[src/sv/gtg_pkg.sv]
package gtg_pkg;

  localparam logic [31:0] LCG_MUL_LO = 32'h00EC_E66D;
  localparam logic [31:0] LCG_MUL_HI = 32'h0000_05DE;
  localparam logic [47:0] LCG_INC    = 48'd11;
  localparam logic [31:0] LN2_Q32    = 32'hB172_17F8;
  localparam logic [31:0] PI_Q30     = 32'hC90F_DAA2;
  localparam logic [30:0] ONE_Q30    = 31'h4000_0000;
  localparam logic [20:0] RAD_FULL   = 21'h8_0000;
  localparam logic [63:0] TWO_POW_32 = 64'h1_0000_0000;

  typedef enum logic [4:0] {
    S_IDLE,
    S_LCG0,
    S_LCG1,
    S_LCG2,
    S_LCG3,
    S_NORM_INIT,
    S_NORM,
    S_LOG_INIT,
    S_LOG_MUL,
    S_LOG_UPD,
    S_LN_MUL,
    S_SQ_INIT,
    S_SQRT,
    S_RAD,
    S_TRIG_MUL,
    S_ANG,
    S_A2_MUL,
    S_A2,
    S_H_MUL,
    S_H_RCP,
    S_H_CHK,
    S_H_FIX,
    S_SIN_MUL,
    S_SIN,
    S_SCX_MUL,
    S_SCX,
    S_SCY_MUL,
    S_SCY,
    S_DONE
  } gtg_state_e;

  typedef enum logic [4:0] {
    OP_NONE,
    OP_START,
    OP_LCG_A,
    OP_LCG_B,
    OP_LCG_C,
    OP_NORM_INIT,
    OP_RAD_SAT,
    OP_NORM_STEP,
    OP_LOG_INIT,
    OP_LOG_STEP,
    OP_SQ_INIT,
    OP_SQ_STEP,
    OP_RAD_LOAD,
    OP_ANG,
    OP_A2,
    OP_H_X,
    OP_H_Q,
    OP_H_FIX,
    OP_SIN,
    OP_SC_C,
    OP_SC_S,
    OP_OUT_LOAD
  } gtg_op_e;

  typedef enum logic [3:0] {
    MUL_NONE,
    MUL_SL_ML,
    MUL_SL_MH,
    MUL_SH_ML,
    MUL_M_M,
    MUL_T_LN2,
    MUL_R_PI,
    MUL_A_A,
    MUL_A2_V,
    MUL_X_RCP,
    MUL_Q_DEN,
    MUL_A_V,
    MUL_RAD_C,
    MUL_RAD_S
  } gtg_mul_e;

  typedef struct packed {
    gtg_mul_e   mul_sel;
    gtg_op_e    op;
    logic [4:0] cnt;
    logic       pair;
  } gtg_cmd_t;

  typedef struct packed {
    logic rad_zero;
    logic out_free;
  } gtg_stat_t;

  // Taylor denominators: sine steps first, then cosine steps.
  function automatic logic [7:0] h_den(input logic [3:0] idx);
    case (idx)
      4'd0:    h_den = 8'd110;
      4'd1:    h_den = 8'd72;
      4'd2:    h_den = 8'd42;
      4'd3:    h_den = 8'd20;
      4'd4:    h_den = 8'd6;
      4'd5:    h_den = 8'd132;
      4'd6:    h_den = 8'd90;
      4'd7:    h_den = 8'd56;
      4'd8:    h_den = 8'd30;
      4'd9:    h_den = 8'd12;
      4'd10:   h_den = 8'd2;
      default: h_den = 8'd1;
    endcase
  endfunction

  function automatic logic [31:0] h_rcp(input logic [3:0] idx);
    case (idx)
      4'd0:    h_rcp = 32'(TWO_POW_32 / 64'd110);
      4'd1:    h_rcp = 32'(TWO_POW_32 / 64'd72);
      4'd2:    h_rcp = 32'(TWO_POW_32 / 64'd42);
      4'd3:    h_rcp = 32'(TWO_POW_32 / 64'd20);
      4'd4:    h_rcp = 32'(TWO_POW_32 / 64'd6);
      4'd5:    h_rcp = 32'(TWO_POW_32 / 64'd132);
      4'd6:    h_rcp = 32'(TWO_POW_32 / 64'd90);
      4'd7:    h_rcp = 32'(TWO_POW_32 / 64'd56);
      4'd8:    h_rcp = 32'(TWO_POW_32 / 64'd30);
      4'd9:    h_rcp = 32'(TWO_POW_32 / 64'd12);
      4'd10:   h_rcp = 32'(TWO_POW_32 / 64'd2);
      default: h_rcp = 32'hFFFF_FFFF;
    endcase
  endfunction

endpackage

[src/sv/gtg_ctrl.sv]
module gtg_ctrl import gtg_pkg::*; (
  input  logic      clk_i,
  input  logic      rst_ni,
  input  logic      in_valid_i,
  output logic      in_stall_o,
  input  gtg_stat_t stat_i,
  output gtg_cmd_t  cmd_o
);

  gtg_state_e state_q, state_d;
  logic [4:0] cnt_q, cnt_d;
  logic       pair_q, pair_d;

  always_ff @(posedge clk_i or negedge rst_ni) begin
    if (!rst_ni) begin
      state_q <= S_IDLE;
      cnt_q   <= 5'd0;
      pair_q  <= 1'b0;
    end else begin
      state_q <= state_d;
      cnt_q   <= cnt_d;
      pair_q  <= pair_d;
    end
  end

  always_comb begin
    state_d = state_q;
    cnt_d   = cnt_q;
    pair_d  = pair_q;
    case (state_q)
      S_IDLE: begin
        if (in_valid_i) begin
          state_d = S_LCG0;
          cnt_d   = 5'd0;
          pair_d  = 1'b0;
        end
      end
      S_LCG0: state_d = S_LCG1;
      S_LCG1: state_d = S_LCG2;
      S_LCG2: state_d = S_LCG3;
      S_LCG3: begin
        if (cnt_q == 5'd3) begin
          cnt_d   = 5'd0;
          state_d = S_NORM_INIT;
        end else begin
          cnt_d   = cnt_q + 5'd1;
          state_d = S_LCG0;
        end
      end
      S_NORM_INIT: begin
        cnt_d   = 5'd0;
        state_d = stat_i.rad_zero ? S_TRIG_MUL : S_NORM;
      end
      S_NORM: begin
        if (cnt_q == 5'd5) begin
          cnt_d   = 5'd0;
          state_d = S_LOG_INIT;
        end else begin
          cnt_d = cnt_q + 5'd1;
        end
      end
      S_LOG_INIT: state_d = S_LOG_MUL;
      S_LOG_MUL:  state_d = S_LOG_UPD;
      S_LOG_UPD: begin
        if (cnt_q == 5'd23) begin
          cnt_d   = 5'd0;
          state_d = S_LN_MUL;
        end else begin
          cnt_d   = cnt_q + 5'd1;
          state_d = S_LOG_MUL;
        end
      end
      S_LN_MUL:  state_d = S_SQ_INIT;
      S_SQ_INIT: begin
        cnt_d   = 5'd0;
        state_d = S_SQRT;
      end
      S_SQRT: begin
        if (cnt_q == 5'd20) begin
          cnt_d   = 5'd0;
          state_d = S_RAD;
        end else begin
          cnt_d = cnt_q + 5'd1;
        end
      end
      S_RAD:      state_d = S_TRIG_MUL;
      S_TRIG_MUL: state_d = S_ANG;
      S_ANG:      state_d = S_A2_MUL;
      S_A2_MUL:   state_d = S_A2;
      S_A2: begin
        cnt_d   = 5'd0;
        state_d = S_H_MUL;
      end
      S_H_MUL: state_d = S_H_RCP;
      S_H_RCP: state_d = S_H_CHK;
      S_H_CHK: state_d = S_H_FIX;
      S_H_FIX: begin
        if (cnt_q == 5'd4) begin
          cnt_d   = cnt_q + 5'd1;
          state_d = S_SIN_MUL;
        end else if (cnt_q == 5'd10) begin
          cnt_d   = 5'd0;
          state_d = S_SCX_MUL;
        end else begin
          cnt_d   = cnt_q + 5'd1;
          state_d = S_H_MUL;
        end
      end
      S_SIN_MUL: state_d = S_SIN;
      S_SIN:     state_d = S_H_MUL;
      S_SCX_MUL: state_d = S_SCX;
      S_SCX:     state_d = pair_q ? S_DONE : S_SCY_MUL;
      S_SCY_MUL: state_d = S_SCY;
      S_SCY: begin
        pair_d  = 1'b1;
        state_d = S_NORM_INIT;
      end
      S_DONE: begin
        if (stat_i.out_free) begin
          state_d = S_IDLE;
        end
      end
      default: state_d = S_IDLE;
    endcase
  end

  always_comb begin
    cmd_o.mul_sel = MUL_NONE;
    cmd_o.op      = OP_NONE;
    cmd_o.cnt     = cnt_q;
    cmd_o.pair    = pair_q;
    in_stall_o    = 1'b1;
    case (state_q)
      S_IDLE: begin
        in_stall_o = 1'b0;
        if (in_valid_i) begin
          cmd_o.op = OP_START;
        end
      end
      S_LCG0: cmd_o.mul_sel = MUL_SL_ML;
      S_LCG1: begin
        cmd_o.mul_sel = MUL_SL_MH;
        cmd_o.op      = OP_LCG_A;
      end
      S_LCG2: begin
        cmd_o.mul_sel = MUL_SH_ML;
        cmd_o.op      = OP_LCG_B;
      end
      S_LCG3:      cmd_o.op = OP_LCG_C;
      S_NORM_INIT: cmd_o.op = stat_i.rad_zero ? OP_RAD_SAT : OP_NORM_INIT;
      S_NORM:      cmd_o.op = OP_NORM_STEP;
      S_LOG_INIT:  cmd_o.op = OP_LOG_INIT;
      S_LOG_MUL:   cmd_o.mul_sel = MUL_M_M;
      S_LOG_UPD:   cmd_o.op = OP_LOG_STEP;
      S_LN_MUL:    cmd_o.mul_sel = MUL_T_LN2;
      S_SQ_INIT:   cmd_o.op = OP_SQ_INIT;
      S_SQRT:      cmd_o.op = OP_SQ_STEP;
      S_RAD:       cmd_o.op = OP_RAD_LOAD;
      S_TRIG_MUL:  cmd_o.mul_sel = MUL_R_PI;
      S_ANG:       cmd_o.op = OP_ANG;
      S_A2_MUL:    cmd_o.mul_sel = MUL_A_A;
      S_A2:        cmd_o.op = OP_A2;
      S_H_MUL:     cmd_o.mul_sel = MUL_A2_V;
      S_H_RCP: begin
        cmd_o.mul_sel = MUL_X_RCP;
        cmd_o.op      = OP_H_X;
      end
      S_H_CHK: begin
        cmd_o.mul_sel = MUL_Q_DEN;
        cmd_o.op      = OP_H_Q;
      end
      S_H_FIX:   cmd_o.op = OP_H_FIX;
      S_SIN_MUL: cmd_o.mul_sel = MUL_A_V;
      S_SIN:     cmd_o.op = OP_SIN;
      S_SCX_MUL: cmd_o.mul_sel = MUL_RAD_C;
      S_SCX:     cmd_o.op = OP_SC_C;
      S_SCY_MUL: cmd_o.mul_sel = MUL_RAD_S;
      S_SCY:     cmd_o.op = OP_SC_S;
      S_DONE: begin
        if (stat_i.out_free) begin
          cmd_o.op = OP_OUT_LOAD;
        end
      end
      default: cmd_o.op = OP_NONE;
    endcase
  end

endmodule

[src/sv/gtg_dp.sv]
module gtg_dp import gtg_pkg::*; (
  input  logic               clk_i,
  input  logic               rst_ni,
  input  logic               cfg_valid_i,
  input  logic        [47:0] seed_value_i,
  input  logic               restart_i,
  input  logic               out_stall_i,
  output logic               out_valid_o,
  output logic signed [15:0] gauss_x_o,
  output logic signed [15:0] gauss_y_o,
  output logic signed [15:0] gauss_z_o,
  input  gtg_cmd_t           cmd_i,
  output gtg_stat_t          stat_o
);

  logic [47:0] seed_q, lcg_q, acc_q;
  logic [47:0] u1_q, u3_q;
  logic [31:0] u2_q, u4_q;
  logic [63:0] p_q;
  logic [31:0] mul_a, mul_b;
  logic [47:0] nrm_q, nrm_d;
  logic [5:0]  shc_q, shc_d;
  logic [31:0] m_q;
  logic [23:0] frac_q;
  logic [29:0] t_val;
  logic [41:0] sqn_q, res_q, bitv;
  logic [42:0] trial;
  logic [20:0] rad_q;
  logic [31:0] phase;
  logic [2:0]  oct;
  logic [29:0] ang_r;
  logic [29:0] a_q, a2_q, x_q, q_q, rem, qf;
  logic [30:0] v_q, sin_q, sb, cb, smag, cmag;
  logic        sneg, cneg;
  logic [15:0] res_x_q, res_y_q, res_z_q;
  logic [15:0] out_x_q, out_y_q, out_z_q;
  logic        out_valid_q;
  logic [47:0] lcg_nx;
  logic [63:0] vsum, asum;
  logic [32:0] sq;
  logic [7:0]  den;

  function automatic logic [15:0] scale_q12(input logic [63:0] prod, input logic neg);
    logic [63:0] s;
    logic [29:0] mag;
    logic [29:0] lim;
    s   = prod + 64'h2_0000_0000;
    mag = s[63:34];
    lim = neg ? 30'd32768 : 30'd32767;
    if (mag > lim) begin
      mag = lim;
    end
    scale_q12 = neg ? 16'(17'h1_0000 - mag[16:0]) : mag[15:0];
  endfunction

  assign den    = h_den(cmd_i.cnt[3:0]);
  assign t_val  = {6'(shc_q + 6'd1), 24'd0} - {6'd0, frac_q};
  assign phase  = cmd_i.pair ? u4_q : u2_q;
  assign oct    = phase[31:29];
  assign ang_r  = oct[0] ? (30'h2000_0000 - {1'b0, phase[28:0]}) : {1'b0, phase[28:0]};
  assign lcg_nx = acc_q + {p_q[23:0], 24'd0} + LCG_INC;
  assign vsum   = {p_q[62:0], 1'b0} + 64'h80_0000;
  assign asum   = p_q + 64'h4000_0000;
  assign sq     = p_q[63:31];
  assign bitv   = 42'd1 << (6'd40 - {cmd_i.cnt, 1'b0});
  assign trial  = {1'b0, res_q} + {1'b0, bitv};
  assign rem    = x_q - p_q[29:0];
  assign qf     = (rem >= 30'(den)) ? (q_q + 30'd1) : q_q;

  assign stat_o.rad_zero = ((cmd_i.pair ? u3_q : u1_q) == 48'd0);
  assign stat_o.out_free = !out_valid_q || !out_stall_i;

  always_comb begin
    if (oct[0]) begin
      sb = v_q;
      cb = sin_q;
    end else begin
      sb = sin_q;
      cb = v_q;
    end
    case (oct[2:1])
      2'd0: begin
        smag = sb; sneg = 1'b0; cmag = cb; cneg = 1'b0;
      end
      2'd1: begin
        smag = cb; sneg = 1'b0; cmag = sb; cneg = 1'b1;
      end
      2'd2: begin
        smag = sb; sneg = 1'b1; cmag = cb; cneg = 1'b1;
      end
      default: begin
        smag = cb; sneg = 1'b1; cmag = sb; cneg = 1'b0;
      end
    endcase
  end

  always_comb begin
    nrm_d = nrm_q;
    shc_d = shc_q;
    case (cmd_i.cnt[2:0])
      3'd0: if (nrm_q[47:16] == 32'd0) begin
        nrm_d = nrm_q << 32; shc_d = shc_q + 6'd32;
      end
      3'd1: if (nrm_q[47:32] == 16'd0) begin
        nrm_d = nrm_q << 16; shc_d = shc_q + 6'd16;
      end
      3'd2: if (nrm_q[47:40] == 8'd0) begin
        nrm_d = nrm_q << 8; shc_d = shc_q + 6'd8;
      end
      3'd3: if (nrm_q[47:44] == 4'd0) begin
        nrm_d = nrm_q << 4; shc_d = shc_q + 6'd4;
      end
      3'd4: if (nrm_q[47:46] == 2'd0) begin
        nrm_d = nrm_q << 2; shc_d = shc_q + 6'd2;
      end
      3'd5: if (!nrm_q[47]) begin
        nrm_d = nrm_q << 1; shc_d = shc_q + 6'd1;
      end
      default: begin
        nrm_d = nrm_q;
      end
    endcase
  end

  always_comb begin
    mul_a = 32'd0;
    mul_b = 32'd0;
    case (cmd_i.mul_sel)
      MUL_SL_ML: begin mul_a = {8'd0, lcg_q[23:0]};  mul_b = LCG_MUL_LO; end
      MUL_SL_MH: begin mul_a = {8'd0, lcg_q[23:0]};  mul_b = LCG_MUL_HI; end
      MUL_SH_ML: begin mul_a = {8'd0, lcg_q[47:24]}; mul_b = LCG_MUL_LO; end
      MUL_M_M:   begin mul_a = m_q;                  mul_b = m_q; end
      MUL_T_LN2: begin mul_a = {2'd0, t_val};        mul_b = LN2_Q32; end
      MUL_R_PI:  begin mul_a = {2'd0, ang_r};        mul_b = PI_Q30; end
      MUL_A_A:   begin mul_a = {2'd0, a_q};          mul_b = {2'd0, a_q}; end
      MUL_A2_V:  begin mul_a = {2'd0, a2_q};         mul_b = {1'b0, v_q}; end
      MUL_X_RCP: begin mul_a = {2'd0, p_q[59:30]};   mul_b = h_rcp(cmd_i.cnt[3:0]); end
      MUL_Q_DEN: begin mul_a = {2'd0, p_q[61:32]};   mul_b = {24'd0, den}; end
      MUL_A_V:   begin mul_a = {2'd0, a_q};          mul_b = {1'b0, v_q}; end
      MUL_RAD_C: begin mul_a = {11'd0, rad_q};       mul_b = {1'b0, cmag}; end
      MUL_RAD_S: begin mul_a = {11'd0, rad_q};       mul_b = {1'b0, smag}; end
      default: begin
        mul_a = 32'd0;
        mul_b = 32'd0;
      end
    endcase
  end

  always_ff @(posedge clk_i) begin
    if (cmd_i.mul_sel != MUL_NONE) begin
      p_q <= {32'd0, mul_a} * {32'd0, mul_b};
    end
  end

  always_ff @(posedge clk_i or negedge rst_ni) begin
    if (!rst_ni) begin
      seed_q      <= 48'd0;
      lcg_q       <= 48'd0;
      out_valid_q <= 1'b0;
    end else begin
      if (cfg_valid_i) begin
        seed_q <= seed_value_i;
      end
      if (cmd_i.op == OP_START && restart_i) begin
        lcg_q <= seed_q;
      end else if (cmd_i.op == OP_LCG_C) begin
        lcg_q <= lcg_nx;
      end
      if (cmd_i.op == OP_OUT_LOAD) begin
        out_valid_q <= 1'b1;
      end else if (!out_stall_i) begin
        out_valid_q <= 1'b0;
      end
    end
  end

  always_ff @(posedge clk_i) begin
    case (cmd_i.op)
      OP_LCG_A: acc_q <= p_q[47:0];
      OP_LCG_B: acc_q <= acc_q + {p_q[23:0], 24'd0};
      OP_LCG_C: begin
        case (cmd_i.cnt[1:0])
          2'd0:    u1_q <= lcg_nx;
          2'd1:    u2_q <= lcg_nx[47:16];
          2'd2:    u3_q <= lcg_nx;
          default: u4_q <= lcg_nx[47:16];
        endcase
      end
      OP_NORM_INIT: begin
        nrm_q <= cmd_i.pair ? u3_q : u1_q;
        shc_q <= 6'd0;
      end
      OP_RAD_SAT:   rad_q <= RAD_FULL;
      OP_NORM_STEP: begin
        nrm_q <= nrm_d;
        shc_q <= shc_d;
      end
      OP_LOG_INIT: begin
        m_q    <= nrm_q[47:16];
        frac_q <= 24'd0;
      end
      OP_LOG_STEP: begin
        m_q    <= sq[32] ? sq[32:1] : sq[31:0];
        frac_q <= {frac_q[22:0], sq[32]};
      end
      OP_SQ_INIT: begin
        sqn_q <= {2'd0, vsum[63:24]};
        res_q <= 42'd0;
      end
      OP_SQ_STEP: begin
        if ({1'b0, sqn_q} >= trial) begin
          sqn_q <= sqn_q - trial[41:0];
          res_q <= (res_q >> 1) + bitv;
        end else begin
          res_q <= res_q >> 1;
        end
      end
      OP_RAD_LOAD: rad_q <= res_q[20:0];
      OP_ANG:      a_q <= asum[60:31];
      OP_A2: begin
        a2_q <= p_q[59:30];
        v_q  <= ONE_Q30;
      end
      OP_H_X:   x_q <= p_q[59:30];
      OP_H_Q:   q_q <= p_q[61:32];
      OP_H_FIX: v_q <= ONE_Q30 - {1'b0, qf};
      OP_SIN: begin
        sin_q <= p_q[60:30];
        v_q   <= ONE_Q30;
      end
      OP_SC_C: begin
        if (cmd_i.pair) begin
          res_z_q <= scale_q12(p_q, cneg);
        end else begin
          res_x_q <= scale_q12(p_q, cneg);
        end
      end
      OP_SC_S: res_y_q <= scale_q12(p_q, sneg);
      OP_OUT_LOAD: begin
        out_x_q <= res_x_q;
        out_y_q <= res_y_q;
        out_z_q <= res_z_q;
      end
      default: begin
        acc_q <= acc_q;
      end
    endcase
  end

  assign out_valid_o = out_valid_q;
  assign gauss_x_o   = out_x_q;
  assign gauss_y_o   = out_y_q;
  assign gauss_z_o   = out_z_q;

endmodule

[src/sv/gaussian_triple_generator_core.sv]
// Channel   Direction  Handshake               Payload
// request   in         in_valid_i / in_stall_o  restart_i
// result    out        out_valid_o / out_stall_i gauss_x_o, gauss_y_o, gauss_z_o
// seed      in         cfg_valid_i / cfg_ready_o seed_value_i
//
// A request runs on the single shared 32x32 multiplier through the 24-step log loop,
// the 21-step square root and the 11 Horner steps of the sine and cosine series;
// each zero uniform skips the normalise, log and square-root steps and shortens it.
// Reset clears the generator state and the seed to zero and empties the output.
// The next request is taken while a result still waits in the output register;
// a stalled output holds the block in its final state until the transaction ends.
module gaussian_triple_generator_core import gtg_pkg::*; (
  input  logic               clk_i,
  input  logic               rst_ni,
  input  logic               cfg_valid_i,
  output logic               cfg_ready_o,
  input  logic        [47:0] seed_value_i,
  input  logic               in_valid_i,
  output logic               in_stall_o,
  input  logic               restart_i,
  output logic               out_valid_o,
  input  logic               out_stall_i,
  output logic signed [15:0] gauss_x_o,
  output logic signed [15:0] gauss_y_o,
  output logic signed [15:0] gauss_z_o
);

  gtg_cmd_t  cmd;
  gtg_stat_t stat;

  assign cfg_ready_o = 1'b1;

  gtg_ctrl u_ctrl (
    .clk_i      (clk_i),
    .rst_ni     (rst_ni),
    .in_valid_i (in_valid_i),
    .in_stall_o (in_stall_o),
    .stat_i     (stat),
    .cmd_o      (cmd)
  );

  gtg_dp u_dp (
    .clk_i        (clk_i),
    .rst_ni       (rst_ni),
    .cfg_valid_i  (cfg_valid_i),
    .seed_value_i (seed_value_i),
    .restart_i    (restart_i),
    .out_stall_i  (out_stall_i),
    .out_valid_o  (out_valid_o),
    .gauss_x_o    (gauss_x_o),
    .gauss_y_o    (gauss_y_o),
    .gauss_z_o    (gauss_z_o),
    .cmd_i        (cmd),
    .stat_o       (stat)
  );

  a_busy_after_accept: assert property (@(posedge clk_i) disable iff (!rst_ni)
    in_valid_i && !in_stall_o |=> in_stall_o)
    else $error("block did not go busy after an accepted transaction");

  a_result_at_return: assert property (@(posedge clk_i) disable iff (!rst_ni)
    $rose(out_valid_o) |-> !in_stall_o)
    else $error("result appeared while the block was still busy");

endmodule
[config.mk]
export PLATFORM = sky130hd
export DESIGN_NAME = gaussian_triple_generator_core
export DESIGN_NICKNAME = d
export VERILOG_FILES = /design/src/sv/gtg_pkg.sv /design/src/sv/gtg_ctrl.sv /design/src/sv/gtg_dp.sv /design/src/sv/gaussian_triple_generator_core.sv
export SDC_FILE = /design/constraint.sdc
export NUM_CORES = 2
export LEC_CHECK = 0
export ABC_AREA = 0
export BUFFER_PORTS_ARGS = -buffer_cell sky130_fd_sc_hd__buf_2
export CORE_UTILIZATION = 25
export DETAILED_ROUTE_END_ITERATION = 8
export SYNTH_ARGS = -nofsm -noshare
export SYNTH_HDL_FRONTEND = slang
export SYNTH_SLANG_ARGS = --single-unit
[constraint.sdc]
create_clock -name clk_i -period 19.3 [get_ports clk_i]
set_input_delay 3.86 -clock clk_i [delete_from_list [all_inputs] [get_ports clk_i]]
set_output_delay 3.86 -clock clk_i [all_outputs]
set_load 0.005 [all_outputs]
Yosys cells after proc, flatten, opt, wreduce, memory -nomap -nowiden
Memories as Yosys holds them, arrays and structs flattened. Index checks and enable logic that the tools add are counted.

$add $sub $neg: 24. $mul: 1. $lt $le $gt $ge: 4. Equality and inequality tests: 90. Shifts and indexed selects: 1. Muxes and demuxes: 80. Bitwise gates (word level): 2. Reductions and logical operators: 48.

Operator list (number): $mux W48 (9); $pmux W32 S11 (1); $pmux W32 S10 (1); $pmux W48 S6 (1); $mux W16 (12); $pmux W48 S2 (2); $pmux W42 S2 (2); $pmux W5 S28 (1); $mux W31 (4); $eq A5 B5 Y1 const B (21); $pmux W5 S20 (1); $eq A5 B4 Y1 const B (17); $mux W42 (2); $mux W5 (13); $add A64 B24 Y64 const B (1); $add A64 B34 Y64 const B (1); $mul A32 B32 Y64 (1); $mux W32 (2); $pmux W32 S2 (1); $pmux W31 S2 (1); $add A61 B31 Y61 const B (1); $gt A30 B16 Y1 (2); $mux W30 (2); $pmux W4 S13 (1); 71 further kinds (150).

Flip-flop bits (word level): 873. Memory bits (read-only): 640. Bits of input ports: 54. Output and inout port bits: 51. Word-level logic and storage cells: 284. Memories kept: 2.

Memory list: (no name shown) (depth 16, width 32, read ports 1, clocked after memory_dff 0, write ports 0, line gtg_pkg.sv:117) `case (idx)`; (no name shown) (depth 16, width 8, read ports 1, clocked after memory_dff 0, write ports 0, line gtg_pkg.sv:100) `case (idx)`.

Logic depth before layout (Yosys ltp)
Depth after elaboration: 11. Depth in mapped cells: 50. Mapped depth without buffers: 43.

Modules after synthesis
A second synthesis with hierarchy kept.

Cells, all modules: 8867. Area total of the unflattened synthesis: 84920.2 um^2.

Modules (own cells, without submodules): gtg_dp (times used 1, cells an instance 8700, area an instance 83679.0 um^2, sequential area each 25399.4 um^2); gtg_ctrl (times used 1, cells an instance 165, area an instance 1229.9 um^2, sequential area each 275.3 um^2); gaussian_triple_generator_core (times used 1, cells an instance 2, area an instance 11.3 um^2, sequential area each 0.0 um^2).

Worst setup path before layout
No wires, ideal clock.

Kind: flip-flop to flip-flop. Start: register u_ctrl.pair_q. End: register u_dp.p_q[62], data pin. Setup time: 0.265 ns. Arrival time: 11.495 ns. Data required time: 19.035 ns. Path slack: 7.540 ns. Stages on the path, launching flop included: 46. Buffers on the path: 5. Clock period less this slack: 11.760 ns. Path through: dfrtp_1 > buf_1 > clkbuf_1 > buf_2 > buf_2 > buf_2 > mux2i_1 > ha_1 > o21ai_0 > or2_2 > nor3_1 > and2_1 > inv_1 > nor2_1 > nand2_1 > nor2_1 > a21oi_1 > xor2_1 > [10 not listed] > fa_1 > fa_1 > inv_1 > fa_1 > inv_1 > ha_1 > a21o_1 > a21o_1 > a221o_1 > a221oi_1 > o21a_1 > o21ai_0 > a211o_1 > a211o_1 > nand2_1 > o221a_2 > o21ai_0 > xor2_1.

Cells in the longest elaborated chain, start to end: 6. Elaborated cells between the ends (all ways): 13. Classes of those cells: 1 x add/sub; 1 x mul; 1 x eq/ne; 8 x mux; 2 x reduce/logical.

RTL lines: start, declared (line gtg_ctrl.sv:12) `logic pair_q, pair_d;`; start signal, assigned (line gtg_ctrl.sv:22) `pair_q <= pair_d;`; $mux W32 (*) (line gtg_dp.sv:58) `assign phase = cmd_i.pair ? u4_q : u2_q;`; parallel branches: the longest is 4 deep, another holds $sub A30 B29 Y30; $mul A32 B32 Y64 (*) (line gtg_dp.sv:151) `p_q <= {32'd0, mul_a} * {32'd0, mul_b};`; end signal, assigned (line gtg_dp.sv:151); end, declared (line gtg_dp.sv:19) `logic [63:0] p_q;`.

Mark *: on every way between the ends. A chain may end at the register's enable or synchronous reset.

Worst setup path after layout
Start: register u_ctrl.pair_q. End: register u_dp.p_q[63], data pin.

The elaborated chain is that of the path after synthesis.

==> summary.md <==
| Metric | Value |
|---|---|
| Status | finished, violations left |
| Violated checks | design-rule violations |
| Final setup viols | 0 |
| Final wirelength | 341 mm |
| Met3 Track Usage GR | 0.0706 |
| Reg clk slew, reported paths | around 70 ps |
| Critical path's largest stage delay | between 700 and 800 ps |
| Final Non-Filler Cells | 13300 |
| Num rows | roughly 210 |
| List of most frequent post-synthesis cells | inv_1 (1114), nand2_1 (1071), nor2_1 (970), fa_1 (899), edfxtp_1 (765) |
| GRT met1 Usage | 0.268 |
| Post-synth cell types | about 100 |
| CP top delay family | adder cells |
| DP HPWL | 257 mm |
| Buffer depth of the longest clock path | 3 |
| Synth Register Bits | 873 |
| Crit path arrival time | ~14000 ps |
| Mean Syn Cell Area | ~9.6 um2 |
| Global Route Usage Sum | 0.197 |
| Largest net degree at the start of global routing | 71 |
| Sequential share of the synthesized area | 0.305 |
| Die Ht | 582 um |
| Slew Limit Fails | 0 |
| Port Buffers | a little over 100 |
| CTS tree | built |
| Num CTS Buffers | 102 |
| Die ar. | 0.339 mm2 |
| Clk sinks | between 800 and 900 |
| Startpoint Class | flip-flop |
| RSZ-0062 raised after global routing | no |
| Via-to-Cell Ratio | roughly 5.3 |
| Gr busiest metal | met2 |
| Clk_skew | 75.3 ps |
| GR Layer Usage met2 | 0.276 |
| Share of cells above drive strength 1 | 0.0824 |
| Slew @ Worst Pin | ~1400 ps |
| Place WS | about 6200 ps |
| Mapped Cells | 8790 |
| Count of placed standard cells including taps | 13100 |
| DRT iter0 DRCs | 10100 |
| Finished Core Util | 0.282 |
| Max H-tree Level | 3 |
| Worst path slowest cell | dfrtp_4 |
| Initial antenna violation count | 45 |
| Synth top area cells | edfxtp_1 (27%), fa_1 (21%), ha_1 (7.0%), inv_1 (5.0%), nand2_1 (4.8%) |
| Most frequent cell after synthesis | inv_1 |
| Ys Warns | 0 |
| Buf+Inv Stages, Crit Path | 8 |
| Cts repair resizes | 0 |
| Mapped cell area | between 0.08 and 0.09 mm2 |
| Io pins | ~110 |
| Mapped Nets | 10200 |
| Post-route ant nets | 0 |
| Fmax | between 70 and 80 MHz |
| Die Wd | 582 um |
| Synth top area share | 0.273 |
| Element type at the critical path end | flip-flop |
| Wirelength per Cell | between 20 and 30 um |
| Kind of critical path | flip-flop to flip-flop |
| Root Driver | clkbuf_16 |
| Final Hold Fails | 0 |
| Setup TNS | 0 ps |
| GRT overflow | 0 |
| Top cell type by total area after synthesis | edfxtp_1 |
| Initial Util | 0.252 |
| Worst-Skew Late Latency | 800 ps |
| CORE AREA | between 0.3 and 0.4 mm2 |
| Post-CTS setup buffer count | 0 |
| Via count | about 70000 |
| DRT Pass-1 Iters | 9 |
| Setup ws final | 5990 ps |
| Max-slew headroom | 0.0643 |
| WP data required | about 20000 ps |
| Vias in the first global route | approximately 67000 |
| Crit Path Max Fanout | 53 |
| Share of synthesized registers carrying an async set or reset | 0.124 |
| Hold/Removal Path Class | flip-flop to flip-flop |
| DRC errors left | roughly 180 |
| First-pass GRT wire length | approximately 500 mm |
| GPL Wtd Cong | ~1.1 |
| Clock period minus worst slack | 13310 ps |
| Tcrit/Tclk final | 0.689 |
| Count of flip-flops with a built-in enable after synthesis | about 770 |
| Max-cap viol count | 0 |
| Hold-fix buffers, CTS | 0 |
| Nets | a little over 10000 |
| Crit path top cell by count | fa_1 |
| Main synth FF type | edfxtp_1 |
| Area grow syn2layout | 12.1% |
-- registers in the layout, indices dropped and copies added (netlist names), 21 cells and up --
signal / cells
u_dp.frac_q: 24
u_dp.sqn_q: 42
u_dp.rad_q: 21
u_dp.a2_q: 30
u_dp.m_q: 32
u_dp.u1_q: 48
u_dp.nrm_q: 48
u_dp.u3_q: 48
u_dp.lcg_q: 48
u_dp.x_q: 30
u_dp.a_q: 30
u_dp.q_q: 30
u_dp.p_q: 64
u_dp.u2_q: 32
u_dp.v_q: 31
u_dp.acc_q: 48
u_dp.sin_q: 31
u_dp.u4_q: 32
u_dp.seed_q: 48
u_dp.res_q: 42
-- worst reg2reg max path: cells and delay by family, from the launching register on --
family | cells | cell delay, ps
DFF | 1 | 720
xor gates and xnor gates | 2 | 340
buffers and inverters | 8 | 1110
muxes | 1 | 390
adders and majority gates | 10 | 4730
and+or+nand+nor | 11 | 2920
AOI/OAI and AO/OA | 11 | 2770
-- per-layer routing --
| layer | wire length (um) | vias up |
|---|---|---|
| li1 | - | 29600 |
| met1 | 140000 | 35000 |
| met2 | 137000 | 4252 |
| met3 | 46700 | 793 |
| met4 | 17900 | 16 |
| met5 | 130 | - |
-- stage by stage --
step | instance area (um2) | hold slack (ps)
3_3_place_gp | 90800 | 400
3_5_place_dp | 90800 | 405
6_report | 94400 | 393
2_1_floorplan | 84200 | 400
4_1_cts | 94300 | 393
5_1_grt | 94300 | 405
-- layout by cell type, fill, tap and decap left out, types with 156 or more instances in the layout --
| cell | instances |
|---|---|
| nor2_1 | 953 |
| o21ai_0 | 249 |
| ha_1 | 468 |
| a21oi_1 | 367 |
| inv_1 | 1113 |
| mux2i_1 | 156 |
| fa_1 | 899 |
| xnor2_1 | 259 |
| buf_4 | 235 |
| nand2_1 | 1069 |
| edfxtp_1 | 765 |
| xor2_1 | 196 |
-- cells by family (layout without fill, tap and decap cells) --
kind of cell,Yosys count,count (layout),synth area share
xor gates and xnor gates,463,463,0.0484
and+or+nand+nor,2831,2831,0.148
muxes,224,224,0.0276
adders and majority gates,1369,1369,0.284
DFF,873,873,0.305
buffers and inverters,1577,1646,0.0708
AOI/OAI and AO/OA,1452,1452,0.117
other,1,27,0.0000445
-- layout make-up --
cell class                      instances  area, um2
Antenna cell                           26       65.1
Tap cell                             4387       5490
Clock inverter                         68        872
Fill cell                           35200     240000
Timing Repair Buffer                  337       2270
Sequential cell                       873      25700
Multi-Input combinational cell       6340      53100
Inverter                             1121       4210
Clock buffer                          120       2700
-- path summary, 6_finish.rpt --
check	from	depth (start not counted)	slack, ps	endpoint
setup / recovery	u_ctrl.pair_q	43	5990	u_dp.p_q[63]
hold / removal	u_dp.res_x_q[13]	0	390	u_dp.gauss_x_o[13]
setup reg to reg	u_ctrl.pair_q	43	5990	u_dp.p_q[63]
hold reg to reg	u_dp.res_x_q[13]	0	390	u_dp.gauss_x_o[13]
max in group asynchronous	rst_ni	2	14660	u_ctrl.pair_q
min in group asynchronous	rst_ni	1	3140	u_ctrl.state_q[3]
Power is left out: the tool's default activity adds up to more than one toggle a clock period on the data nets, which glitch-free logic cannot reach.
